==> config.mk <==
export PLATFORM = sky130hd
export DESIGN_NAME = pvbm_match
export DESIGN_NICKNAME = d
export VERILOG_FILES = /design/src/sv/pvbm_pkg.sv /design/src/sv/pvbm_match.sv
export SDC_FILE = /design/constraint.sdc
export NUM_CORES = 1
export LEC_CHECK = 0
export BUFFER_PORTS_ARGS = -buffer_cell sky130_fd_sc_hd__buf_4
export CORE_MARGIN = 3
export CORE_UTILIZATION = 28
export DETAILED_ROUTE_END_ITERATION = 10
export PLACE_DENSITY = 0.9
export SYNTH_ARGS = -nofsm -noshare
export SYNTH_HDL_FRONTEND = slang
export SYNTH_SLANG_ARGS = --single-unit
export TNS_END_PERCENT = 10
==> constraint.sdc <==
create_clock -name vclk -period 1.7
set_clock_uncertainty 0.2 [all_clocks]
set_input_delay 0.085 -clock vclk [all_inputs]
set_output_delay 0.085 -clock vclk [all_outputs]
set_load 0.01 [all_outputs]
==> src/sv/pvbm_pkg.sv <==
// Shared types and codes for the pair/variable two-way map.
`default_nettype none
package pvbm_pkg;

  localparam int KEY_W  = 20;
  localparam int VAR_W  = 10;
  localparam int ACT_W  = 3;
  localparam int STAT_W = 3;

  localparam logic [ACT_W-1:0] ACT_STORE     = 3'd0;
  localparam logic [ACT_W-1:0] ACT_PAIR2VAR  = 3'd1;
  localparam logic [ACT_W-1:0] ACT_VAR2PAIR  = 3'd2;
  localparam logic [ACT_W-1:0] ACT_REMOVE    = 3'd3;
  localparam logic [ACT_W-1:0] ACT_SET_LEMMA = 3'd4;
  localparam logic [ACT_W-1:0] ACT_GET_LEMMA = 3'd5;
  localparam logic [ACT_W-1:0] ACT_TEST      = 3'd6;
  localparam logic [ACT_W-1:0] ACT_CLEAR     = 3'd7;

  localparam logic [STAT_W-1:0] ST_OK           = 3'd0;
  localparam logic [STAT_W-1:0] ST_TABLE_FULL   = 3'd1;
  localparam logic [STAT_W-1:0] ST_VAR_RANGE    = 3'd2;
  localparam logic [STAT_W-1:0] ST_VAR_UNMAPPED = 3'd3;
  localparam logic [STAT_W-1:0] ST_NOT_ORDERED  = 3'd4;

  typedef struct packed {
    logic [ACT_W-1:0] action;
    logic [KEY_W-1:0] dag_low;
    logic [KEY_W-1:0] dag_high;
    logic [VAR_W-1:0] var_index;
  } in_t;

  typedef struct packed {
    logic [VAR_W-1:0]  found_var;
    logic [KEY_W-1:0]  pair_low_out;
    logic [KEY_W-1:0]  pair_high_out;
    logic              flag_out;
    logic [STAT_W-1:0] status;
  } out_t;

  // One word of the pair table.
  typedef struct packed {
    logic             valid;
    logic             lemma;
    logic [VAR_W-1:0] var_num;
    logic [KEY_W-1:0] key_low;
    logic [KEY_W-1:0] key_high;
  } entry_t;

  // Verdict of the compare unit on one table word.
  typedef struct packed {
    logic hit;
    logic free;
    logic linked;
  } scan_hit_t;

endpackage
`default_nettype wire

==> src/sv/pvbm_match.sv <==
// Shared compare unit: checks one table word against the requested pair key and reports whether it is free or linked.
`default_nettype none
module pvbm_match
  import pvbm_pkg::*;
(
  input  entry_t           word,
  input  logic [KEY_W-1:0] key_low,
  input  logic [KEY_W-1:0] key_high,
  output scan_hit_t        verdict
);

  always_comb begin
    verdict.hit    = word.valid && (word.key_low == key_low) && (word.key_high == key_high);
    verdict.free   = !word.valid;
    verdict.linked = word.valid && (word.var_num != '0);
  end

endmodule
`default_nettype wire

======== Word-level counts from Yosys, hierarchy flattened ========
Index checks and enable logic that the tools add are counted.
cells by class
  reduce and logical (&&, ||, !) cells .... 5
  order comparisons ....................... 0
  shift operators ......................... 0
  multiply operators ...................... 0
  bitwise logic cells ..................... 0
  add/subtract/negate cells ............... 0
  div/mod/pow operators ................... 0
  multiplexer cells ....................... 0
  eq/ne operators ......................... 2
operator list
  kind                 count
  $eq A20 B20 Y1       2
  $reduce_bool A10 Y1  1
  $logic_and A1 B1 Y1  3
  $logic_not A1 Y1     1
word-level totals
  bits of input ports ..................... 92
  memories ................................ 0
  bits in latches ......................... 0
  register bits after elaboration ......... 0
  ROM bits ................................ 0
  bits in writable memories ............... 0
  word-level logic and storage cells ...... 7

======== Logic depth before layout (Yosys ltp) ========
  depth after elaboration ................. 3
  gate-level depth with buffers ........... 4
  mapped depth without buffers ............ 4

======== Worst setup path after synthesis ========
No wires, ideal clock.
  path type ............................... input -> output
  start point ............................. in key_high[5]
  end point ............................... out verdict[2] (netlist name)
  buffers on the path ..................... 0
  path slack .............................. 434 ps
  stages .................................. 4
  arrival time ............................ 981 ps
  path through ............................ xor2_1 -> nor4_1 -> nand4_1 -> nor4_2
RTL lines
  what         RTL line         source
  from (decl)  pvbm_match.sv:8  input logic [KEY_W-1:0] key_high,
  to (decl)    pvbm_match.sv:9  output scan_hit_t verdict

==> metrics.cfg <==
[status]
outcome=finished clean

[sta]
fin_tns_setup_ps=0
grt_setup_unrepaired=false
min_period_over_period_pct=92.2
relSlewSlack_pct=78.7
layout_min_cycle_time_ps=1570
worst_pin_slew_ps=316
hold-worst-slack_ps=238
final-setup-viol-count=0
hold_violations=0
max_freq_ghz=0.638
slew_violations=0

[floorplan]
rows=14
start_util_pct=30.7
core_um2=1540
die_h_um=47.1
die_w_um=47.1
die_area_um2=2220
ios=95

[worst_setup_path]
cp_slowest_stage_delay_ps=310
arrival_ps=1280
cp.required_ps=1410
cp_max_fo=1
path_cells=buf_4 > xor2_1 > nor4_1 > nand4_1 > nor4_2 > buf_4
cpLargestDelayFamily=simple AND/OR/NAND/NOR gates
path_class=in2out
worstSetupEndpointType=output pin
path_buf_inv=2
cpMostUsedCell=buf_4
start_kind=input port
critPathSlowestCell=nor4_1

[cells_and_area]
area_growth_pct=153
diodes=0
seqCellArea_um2=0
final_cell_mix=buf_4 (94), xor2_1 (38), nor4_1 (10)
clkbuf_count=0
seq_cells=0
nets=249
fin_util_pct=77.8
final_common_cell=buf_4
drive_above_1_share_pct=61.3

[synth]
ys_types=12
syn_nets=153
syn_area_um2=473
syn_area_per_cell_um2=7.75
yosys_warnings=0
netlist_instances=61
yosysSeqAreaShare_pct=0

[flow_run]
maxCapViolCount=0

[place]
dp_hpwl_um=2010
port_buffers=94
place.gp.congestion=0.692

[grt]
grt.overflow.total=0
antenna_found_initial=0
grt_max_degree=4
grt_usage_pct=17.7
grt_pass1_wl_um=3000
grt_pass1_vias=873

[routing]
wirelength_um=2070
wl_per_cell_um=12.1
vias=785
drtIter0Drc=1
ant_nets=0
vias_per_cell=4.59
drt_pass1_iterations=2
drc=0

[hold_path]
hold_path.class=in2out

[pwr]
power_density_nw_per_um2=218
p_leak_nw=0.641
ir_drop_mv=0.121

[cts]
cts_hold_buf=0
cts_setup_buffers=0
cts-resized-gates=0

==> cells in the mapped netlist, drive strengths merged <==
cell type | count | area share (%)
nor2 | 2 | 1.6
xor2 | 38 | 70
nand3 | 1 | 1.1
nand4 | 2 | 2.6
o21ai | 1 | 1.1
a31oi | 1 | 1.3
nor4 | 11 | 16
a211oi | 1 | 1.6
xnor2 | 1 | 1.9
inv | 2 | 1.6
nor3 | 1 | 1.1
==> path summary, 6_finish.rpt <==
kind | end | from | cells after the start
setup / recovery | verdict[2] | key_high[2] | 6
hold / removal | verdict[1] | word[51] | 3
==> power breakdown <==
group	internal [W]	switching, W
registers	0	0
logic	0.000180	0.0000813
clock network	0	0
total	0.000180	0.0000813
==> worst min-delay path, cell delays in order <==
cell,delay [ps]
buf_4,70
inv_1,50
buf_4,140
==> stage by stage <==
step	instances	instance area (um^2)	setup slack, ps	total power (W)
after CTS	171	1200	97.3	0.000264
after floorplan	61	473	434	0.0000736
after detailed placement	171	1200	104	0.000263
after global routing	171	1200	56.1	0.000285
after global placement	171	1200	184	0.000252
final	171	1200	133	0.000261
==> kinds of logic after synthesis <==
kind of cell / Yosys count / synth area share (%)
simple gates: 17 / 22.2
compound gates: 3 / 3.97
xor+xnor: 39 / 72.2
buf+inv: 2 / 1.59
==> per-layer routing <==
metal	global-route usage, %	routed length, um
met5	0	0
met2	40.1	1240
met4	1.10	18
met3	1.92	250
met1	16.9	559
==> final cells by class <==
cell class | instances | area, um^2
tap | 16 | 20.0
timing repair buffer | 94 | 706
inverter | 2 | 7.51
fill | 110 | 343
multi-input combinational | 59 | 465
Note: power is estimated with default switching activity, not from simulation.
